[src/rtl/deq_pkg.sv]
// Shared opcode, status codes and result word type for the deque unit.
`default_nettype none
package deq_pkg;

	localparam int OP_W = 3;
	localparam int ST_W = 2;

	localparam logic [OP_W-1:0] OP_PUSH_FRONT = 3'd0;
	localparam logic [OP_W-1:0] OP_PUSH_BACK  = 3'd1;
	localparam logic [OP_W-1:0] OP_POP_FRONT  = 3'd2;
	localparam logic [OP_W-1:0] OP_POP_BACK   = 3'd3;
	localparam logic [OP_W-1:0] OP_LIST       = 3'd4;

	localparam logic [ST_W-1:0] ST_OK    = 2'd0;
	localparam logic [ST_W-1:0] ST_EMPTY = 2'd1;
	localparam logic [ST_W-1:0] ST_FULL  = 2'd2;
	localparam logic [ST_W-1:0] ST_ITEM  = 2'd3;

	// result word control from the sequencer to the output stage
	typedef struct packed {
		logic            stat_v;
		logic [ST_W-1:0] status;
		logic            item_v;
		logic            item_last;
	} res_ctl_t;

endpackage
`default_nettype wire

[src/rtl/deq_ram.sv]
// Generic single-port-write, single-port-read RAM with registered read data.
`default_nettype none
module deq_ram #(
	parameter int WIDTH = 32,
	parameter int DEPTH = 16
) (
	input  wire logic                     clk,
	input  wire logic                     we,
	input  wire logic [$clog2(DEPTH)-1:0] waddr,
	input  wire logic [WIDTH-1:0]         wdata,
	input  wire logic                     re,
	input  wire logic [$clog2(DEPTH)-1:0] raddr,
	output logic      [WIDTH-1:0]         rdata
);

	logic [WIDTH-1:0] mem_q [DEPTH];

	always_ff @(posedge clk) begin
		if (we) begin
			mem_q[waddr] <= wdata;
		end
		if (re) begin
			rdata <= mem_q[raddr];
		end
	end

endmodule
`default_nettype wire

[src/rtl/deq_ctl.sv]
// Deque sequencer: front pointer, count, RAM addressing and listing walk.
`default_nettype none
module deq_ctl #(
	parameter int CAPACITY = 16,
	localparam int AW = $clog2(CAPACITY),
	localparam int CW = $clog2(CAPACITY + 1)
) (
	input  wire logic                    clk,
	input  wire logic                    arst_n,
	input  wire logic                    start,
	input  wire logic [deq_pkg::OP_W-1:0] opcode,
	output logic                         busy,
	output logic                         we,
	output logic      [AW-1:0]           waddr,
	output logic                         re,
	output logic      [AW-1:0]           raddr,
	output deq_pkg::res_ctl_t            res,
	output logic      [CW-1:0]           occupancy
);

	localparam logic [AW-1:0] LAST_IDX = AW'(CAPACITY - 1);
	localparam logic [AW:0]   CAP_EXT  = (AW + 1)'(CAPACITY);
	localparam logic [CW-1:0] CAP_CNT  = CW'(CAPACITY);
	localparam logic [CW-1:0] ONE_CNT  = CW'(1);

	logic [AW-1:0] front_q;
	logic [CW-1:0] cnt_q;
	logic [CW-1:0] rem_q;
	logic [AW-1:0] rptr_q;
	logic          stat_v_q;
	logic [deq_pkg::ST_W-1:0] status_q;
	logic          item_v_s1;
	logic          item_last_s1;

	logic          acc;
	logic          full;
	logic          empty;
	logic [AW:0]   bsum;
	logic [AW-1:0] back_idx;
	logic [AW-1:0] front_dec;
	logic [AW-1:0] front_inc;
	logic [AW-1:0] raddr_inc;
	logic          list_go;
	logic          stat_go;

	assign busy  = rem_q != '0;
	assign acc   = start & ~busy;
	assign full  = cnt_q == CAP_CNT;
	assign empty = cnt_q == '0;

	assign bsum      = {1'b0, front_q} + (AW + 1)'(cnt_q);
	assign back_idx  = (bsum >= CAP_EXT) ? AW'(bsum - CAP_EXT) : AW'(bsum);
	assign front_dec = (front_q == '0) ? LAST_IDX : front_q - AW'(1);
	assign front_inc = (front_q == LAST_IDX) ? '0 : front_q + AW'(1);

	assign we    = acc & ~full & (opcode inside {deq_pkg::OP_PUSH_FRONT, deq_pkg::OP_PUSH_BACK});
	assign waddr = (opcode == deq_pkg::OP_PUSH_FRONT) ? front_dec : back_idx;

	assign list_go   = acc & (opcode == deq_pkg::OP_LIST) & ~empty;
	assign re        = list_go | busy;
	assign raddr     = busy ? rptr_q : front_q;
	assign raddr_inc = (raddr == LAST_IDX) ? '0 : raddr + AW'(1);

	assign stat_go = acc & ((opcode inside {deq_pkg::OP_PUSH_FRONT, deq_pkg::OP_PUSH_BACK,
		deq_pkg::OP_POP_FRONT, deq_pkg::OP_POP_BACK}) | ((opcode == deq_pkg::OP_LIST) & empty));

	assign res.stat_v    = stat_v_q;
	assign res.status    = status_q;
	assign res.item_v    = item_v_s1;
	assign res.item_last = item_last_s1;
	assign occupancy     = cnt_q;

	always_ff @(posedge clk or negedge arst_n) begin
		if (!arst_n) begin
			front_q      <= '0;
			cnt_q        <= '0;
			rem_q        <= '0;
			rptr_q       <= '0;
			stat_v_q     <= 1'b0;
			status_q     <= deq_pkg::ST_OK;
			item_v_s1    <= 1'b0;
			item_last_s1 <= 1'b0;
		end else begin
			stat_v_q  <= stat_go;
			item_v_s1 <= re;
			if (re) begin
				rptr_q       <= raddr_inc;
				item_last_s1 <= busy ? (rem_q == ONE_CNT) : (cnt_q == ONE_CNT);
			end
			if (busy) begin
				rem_q <= rem_q - ONE_CNT;
			end
			if (acc) begin
				case (opcode)
					deq_pkg::OP_PUSH_FRONT, deq_pkg::OP_PUSH_BACK: begin
						if (full) begin
							status_q <= deq_pkg::ST_FULL;
						end else begin
							status_q <= deq_pkg::ST_OK;
							cnt_q    <= cnt_q + ONE_CNT;
							if (opcode == deq_pkg::OP_PUSH_FRONT) begin
								front_q <= front_dec;
							end
						end
					end
					deq_pkg::OP_POP_FRONT, deq_pkg::OP_POP_BACK: begin
						if (empty) begin
							status_q <= deq_pkg::ST_EMPTY;
						end else begin
							status_q <= deq_pkg::ST_OK;
							cnt_q    <= cnt_q - ONE_CNT;
							if (opcode == deq_pkg::OP_POP_FRONT) begin
								front_q <= front_inc;
							end
						end
					end
					deq_pkg::OP_LIST: begin
						if (empty) begin
							status_q <= deq_pkg::ST_EMPTY;
						end else begin
							rem_q <= cnt_q - ONE_CNT;
						end
					end
					default: begin
					end
				endcase
			end
		end
	end

endmodule
`default_nettype wire

[src/rtl/double_ended_queue_unit.sv]
// Top level of the bounded deque: ring RAM, sequencer and result word mux.
//
//  channel  | handshake            | words
//  ---------+----------------------+-------------------------------------------
//  command  | start / busy         | opcode, value
//  result   | strobe (no backpress)| status, element, is_last, occupancy
//
// Insert and delete each give one status word, which shows the cycle after
// the command is taken, and a new command may follow every cycle.
// A listing of N elements reads the RAM once per cycle and holds busy while it
// reads the last N-1; words show from the cycle after the command, one per cycle.
// Reset clears pointer and count at once; RAM contents are not cleared.
// Results cannot be stalled; every word is valid for exactly one cycle.
`default_nettype none
module double_ended_queue_unit #(
	parameter int CAPACITY   = 16,
	parameter int DATA_WIDTH = 32,
	localparam int AW = $clog2(CAPACITY),
	localparam int CW = $clog2(CAPACITY + 1)
) (
	input  wire logic                          clk,
	input  wire logic                          arst_n,
	input  wire logic                          start,
	output logic                               busy,
	input  wire logic [deq_pkg::OP_W-1:0]      opcode,
	input  wire logic signed [DATA_WIDTH-1:0]  value,
	output logic                               strobe,
	output logic      [deq_pkg::ST_W-1:0]      status,
	output logic signed [DATA_WIDTH-1:0]       element,
	output logic                               is_last,
	output logic      [CW-1:0]                 occupancy
);

	logic              we;
	logic [AW-1:0]     waddr;
	logic              re;
	logic [AW-1:0]     raddr;
	logic [DATA_WIDTH-1:0] rdata;
	deq_pkg::res_ctl_t res;

	deq_ctl #(.CAPACITY(CAPACITY)) u_ctl (
		.clk       (clk),
		.arst_n    (arst_n),
		.start     (start),
		.opcode    (opcode),
		.busy      (busy),
		.we        (we),
		.waddr     (waddr),
		.re        (re),
		.raddr     (raddr),
		.res       (res),
		.occupancy (occupancy)
	);

	deq_ram #(.WIDTH(DATA_WIDTH), .DEPTH(CAPACITY)) u_ram (
		.clk   (clk),
		.we    (we),
		.waddr (waddr),
		.wdata (value),
		.re    (re),
		.raddr (raddr),
		.rdata (rdata)
	);

	always_comb begin
		strobe = res.stat_v | res.item_v;
		if (res.item_v) begin
			status  = deq_pkg::ST_ITEM;
			element = rdata;
			is_last = res.item_last;
		end else begin
			status  = res.status;
			element = '0;
			is_last = 1'b1;
		end
	end

endmodule
`default_nettype wire

[config.mk]
export PLATFORM = sky130hd
export DESIGN_NAME = double_ended_queue_unit
export DESIGN_NICKNAME = d
export VERILOG_FILES = /design/src/rtl/deq_pkg.sv /design/src/rtl/deq_ram.sv /design/src/rtl/deq_ctl.sv /design/src/rtl/double_ended_queue_unit.sv
export SDC_FILE = /design/constraint.sdc
export NUM_CORES = 1
export LEC_CHECK = 0
export BUFFER_PORTS_ARGS = -buffer_cell sky130_fd_sc_hd__buf_2
export CAP_MARGIN = 20
export CELL_PAD_IN_SITES_DETAIL_PLACEMENT = 0
export CELL_PAD_IN_SITES_GLOBAL_PLACEMENT = 1
export CORE_AREA = 2 2 225 227
export DETAILED_ROUTE_END_ITERATION = 7
export DIE_AREA = 0 0 227 229
export GPL_TIMING_DRIVEN = 1
export HOLD_SLACK_MARGIN = 0.08
export PLACE_DENSITY = 0.85
export SLEW_MARGIN = 0
export SYNTH_ARGS = -nofsm -noshare
export SYNTH_HDL_FRONTEND = slang
export SYNTH_SLANG_ARGS = --single-unit
[constraint.sdc]
create_clock -name clk -period 3.7 [get_ports clk]
set_clock_uncertainty 0.15 [all_clocks]
set_input_delay 0.37 -clock clk [delete_from_list [all_inputs] [get_ports clk]]
set_output_delay 0.37 -clock clk [all_outputs]
set_load 0.02 [all_outputs]
==> impl_metrics.py <==
metrics = {
    "final_layout": {
        "layout.area.seq_mm2": 0.01691,
        "flow.area_growth_from_synthesis_pct": 16.42,
        "area_of_combinational_cells_with_multiple_inputs_mm2": 0.005360,
        "mostFrequentLayoutCell": "sky130_fd_sc_hd__edfxtp_1",
        "final_nets": 1900,
        "layout_common_cells": "sky130_fd_sc_hd__edfxtp_1 (544), sky130_fd_sc_hd__nand2_1 (347), sky130_fd_sc_hd__nor2_1 (198), sky130_fd_sc_hd__nand3_1 (130), sky130_fd_sc_hd__buf_2 (79)",
        "final_layout_size_suffix_gt1_frac": 0.1369,
        "filler_cell_count": 4056,
    },
    "timing": {
        "setup_repair_after_global_routing_missed_its_margin": "no",
        "fmaxAchievable_mhz": 288.9,
        "timing.final.crit_share": 0.9354,
        "timing_worst_slew_pin_value_ns": 0.9826,
        "worst_hold_margin_ns": 0.1213,
        "worst_slew_margin_rel": 0.3449,
        "slew_violations": 0,
        "timing.final.ws_setup_ns": 0.2391,
        "final_hold_viols": 0,
        "final_period_minus_worst_setup_slack_ns": 3.461,
        "finalSetupViolCount": 0,
    },
    "global_route": {
        "grt_antenna_before_repair": 1,
        "wire_length_of_the_first_global_routing_pass_mm": 82.16,
        "grt_start_max_net_pins": 72,
        "globalRouteOverflowTotal": 0,
        "grt.total_usage": 0.2089,
        "grt_pass1_vias": 14040,
    },
    "clocking": {
        "cts_max_path_buffers": 3,
        "worst_skew_pair.late_latency_ns": 0.61,
        "tritoncts": "built",
        "cts_root_buf": "sky130_fd_sc_hd__clkbuf_16",
        "cts_max_level": 2,
        "cts.reportedPaths.clkPinSlew_ns": 0.06,
        "numCtsBuffers": 56,
        "cts-resized-gates": 0,
        "number_of_sinks_on_the_clock_net": 567,
    },
    "min_path": {
        "depth_of_the_worst_hold_timing_path": 3,
        "hold_path.startpoint": "opcode[1]",
        "worst_hold_path_type": "primary input to register",
    },
    "routing": {
        "totalWireLength_mm": 53.87,
        "dr.pass1.iters": 5,
        "wire_per_inst_um": 21.00,
        "via_count": 14060,
        "drt_first_iter_violations": 1436,
        "antenna_violating_nets_post_route": 0,
        "via_density_per_instance": 5.480,
        "post-route-drc-count": 0,
    },
    "placed_design": {
        "placement.setup.worst_slack_ns": 0.2672,
        "place.gp.congestion": 0.7939,
        "place_hpwl_mm": 29.93,
        "buffer_ports.inserted": 79,
    },
    "worst_setup_path": {
        "crit_path_end_kind": "register",
        "critical_path.cell_chain": "inv_1 > ha_1 > nor4b_4 > buf_4 > mux2i_1 > buf_4 > inv_1 > and3_2 > nand3_1 > o21ai_0 > nor3_1",
        "critical_path.reg2reg.startpoint": "u_ctl.rem_q[1]$_DFF_PN0_",
        "crit_required_ns": 3.89,
        "worstPathArrival_ns": 3.65,
        "setup.worst_path.start": "u_ctl.rem_q[1]$_DFF_PN0_",
        "worst_path_max_delay_cell": "sky130_fd_sc_hd__and3_2",
        "timing.critical_path.max_delay_family": "simple AND/OR/NAND/NOR gates",
        "worst-path-max-fanout": 32,
        "number_of_cell_instances_on_the_worst_register_to_register_path": 11,
        "crit_type": "register to register",
        "worstSetupStartpointType": "register",
        "critical_path.n_buffers_inverters": 4,
        "timing.critical_path.depth": 11,
        "cp_slowest_stage_delay_ns": 0.90,
    },
    "synthesis": {
        "asyncSetResetFlopFracSynth": 0.04056,
        "synth_ff_type": "sky130_fd_sc_hd__edfxtp_1",
        "ys_types": 51,
        "mappedNetlistArea_mm2": 0.02266,
        "synthTopCellsByArea": "sky130_fd_sc_hd__edfxtp_1 (72%), sky130_fd_sc_hd__nand2_1 (5.7%), sky130_fd_sc_hd__nor2_1 (3.6%)",
        "synth_area_per_cell_um2": 13.23,
        "number_of_nets_produced_by_synthesis": 1764,
        "synth_cells": 1712,
        "synth.yosys.warnings": 0,
        "synth-seq-area-share": 0.7464,
        "synth_edf_count": 544,
        "synth_top_cell_by_area": "sky130_fd_sc_hd__edfxtp_1",
        "ys_seq_elements": 567,
        "synth_largest_type_area_fraction": 0.7210,
    },
    "pwr": {
        "p_leak_uw": 0.009050,
        "power-per-cell-area_mw_per_mm2": 768.3,
        "power.ir.vdd_worst_uv": 489.6,
    },
    "floorplan": {
        "std_cell_rows": 82,
        "initial_util": 0.4563,
        "die_h_um": 229,
        "floorplan.core_area_mm2": 0.04966,
        "dieArea_mm2": 0.05198,
        "floorplan.die.width_um": 227,
        "num_io_pins": 80,
    },
    "flow_run": {
        "max-cap-violations": 0,
    },
    "outcome": {
        "status": "finished clean",
    },
}
[per-stage QoR]
step / setup TNS, ns / util / power (uW) / std cells / instance area, um^2
2_1_floorplan: -21.50 / - / 12390 / 1712 / 22660
3_3_place_gp: 0 / 0.4870 / 14580 / 2425 / 24180
3_5_place_dp: 0 / 0.4870 / 14710 / 2425 / 24180
4_1_cts: 0 / 0.5311 / 20370 / 2564 / 26380
5_1_grt: 0 / 0.5312 / 21250 / 2565 / 26380
6_report: 0 / 0.5312 / 20270 / 2565 / 26380
[tightest hold or removal path, stage by stage]
cell	delay [ns]
sky130_fd_sc_hd__buf_2	0.19
sky130_fd_sc_hd__o31ai_1	0.13
sky130_fd_sc_hd__o21ai_0	0.14
[registers in the layout, indices dropped and copies added (netlist names)]
register / cells
u_ctl.item_last_s1: 1
u_ctl.occupancy: 5
u_ctl.item_v_s1: 1
u_ctl.rptr_q: 4
u_ctl.rem_q: 5
u_ram.rdata: 32
u_ctl.front_q: 4
u_ctl.stat_v_q: 1
u_ctl.status_q: 2
u_ram.mem_q: 512
[layout make-up]
cell class,count,share of cell area
Sequential cell,567,0.6411
Multi-Input combinational cell,1036,0.2032
Clock buffer,63,0.05412
Timing Repair Buffer,173,0.05237
Tap cell,672,0.03188
Clock inverter,39,0.01499
Inverter,14,0.002229
Antenna cell,1,0.00009487
[power by group]
part           leakage, uW  switching [uW]  internal [uW]  total (uW)
combinational      0.00297            4610           2230        6830
sequential         0.00520             266           7520        7790
clock             0.000881            2390           3260        5650
[cells by family after synthesis]
kind of cell	share of synthesized area
AO/OA/AOI/OAI	0.04683
adder cells (fa/ha/maj)	0.008063
buffers and inverters	0.02375
XOR/XNOR	0.006572
flip-flops	0.7464
multiplexers	0.01938
AND/OR/NAND/NOR	0.1490
[final timing paths]
path | to | slack [ns]
worst min-delay path | u_ctl.status_q[1]$_DFFE_PN0P_ | 0.12
min in group asynchronous | u_ctl.status_q[1]$_DFFE_PN0P_ | 0.16
worst min register to register | u_ctl.rptr_q[2]$_DFFE_PN0P_ | 0.34
worst max-delay path | u_ram.rdata[31]$_DFFE_PP_ | 0.24
max in group asynchronous | u_ctl.rptr_q[2]$_DFFE_PN0P_ | 2.87
worst max register to register | u_ram.rdata[31]$_DFFE_PP_ | 0.24
[layer usage]
metal	vias to the layer above	wire length [um]	global-route usage
li1	6457	-	-
met1	6952	22090	0.2796
met2	545	26550	0.3519
met3	102	3751	0.02797
met4	0	1474	0.07190
met5	-	0	0
[synth_stat cells, types with 2 or more instances]
master / n
sky130_fd_sc_hd__a21oi_1: 8
sky130_fd_sc_hd__a31oi_1: 35
sky130_fd_sc_hd__a32oi_1: 32
sky130_fd_sc_hd__and2_1: 34
sky130_fd_sc_hd__and3_1: 3
sky130_fd_sc_hd__buf_2: 33
sky130_fd_sc_hd__buf_4: 9
sky130_fd_sc_hd__buf_6: 7
sky130_fd_sc_hd__clkbuf_1: 46
sky130_fd_sc_hd__dfrtp_1: 23
sky130_fd_sc_hd__edfxtp_1: 544
sky130_fd_sc_hd__ha_1: 13
sky130_fd_sc_hd__inv_1: 12
sky130_fd_sc_hd__mux2_1: 2
sky130_fd_sc_hd__mux2_2: 3
sky130_fd_sc_hd__mux2i_1: 36
sky130_fd_sc_hd__nand2_1: 347
sky130_fd_sc_hd__nand2b_1: 3
sky130_fd_sc_hd__nand3_1: 130
sky130_fd_sc_hd__nand3b_1: 2
sky130_fd_sc_hd__nand4_1: 3
sky130_fd_sc_hd__nor2_1: 218
sky130_fd_sc_hd__nor3_1: 36
sky130_fd_sc_hd__nor3_2: 4
sky130_fd_sc_hd__o211ai_1: 4
sky130_fd_sc_hd__o21ai_0: 49
sky130_fd_sc_hd__o21ai_1: 31
sky130_fd_sc_hd__o22ai_1: 3
sky130_fd_sc_hd__or2_2: 3
sky130_fd_sc_hd__or3_1: 3
sky130_fd_sc_hd__xnor2_1: 13
sky130_fd_sc_hd__xor2_1: 4
[timing repair]
item	CTS	global route
endpoints found under the hold margin	540	0
buffers inserted	0	0
hold buffers	37	0
Power figures use the tool's default switching activity.
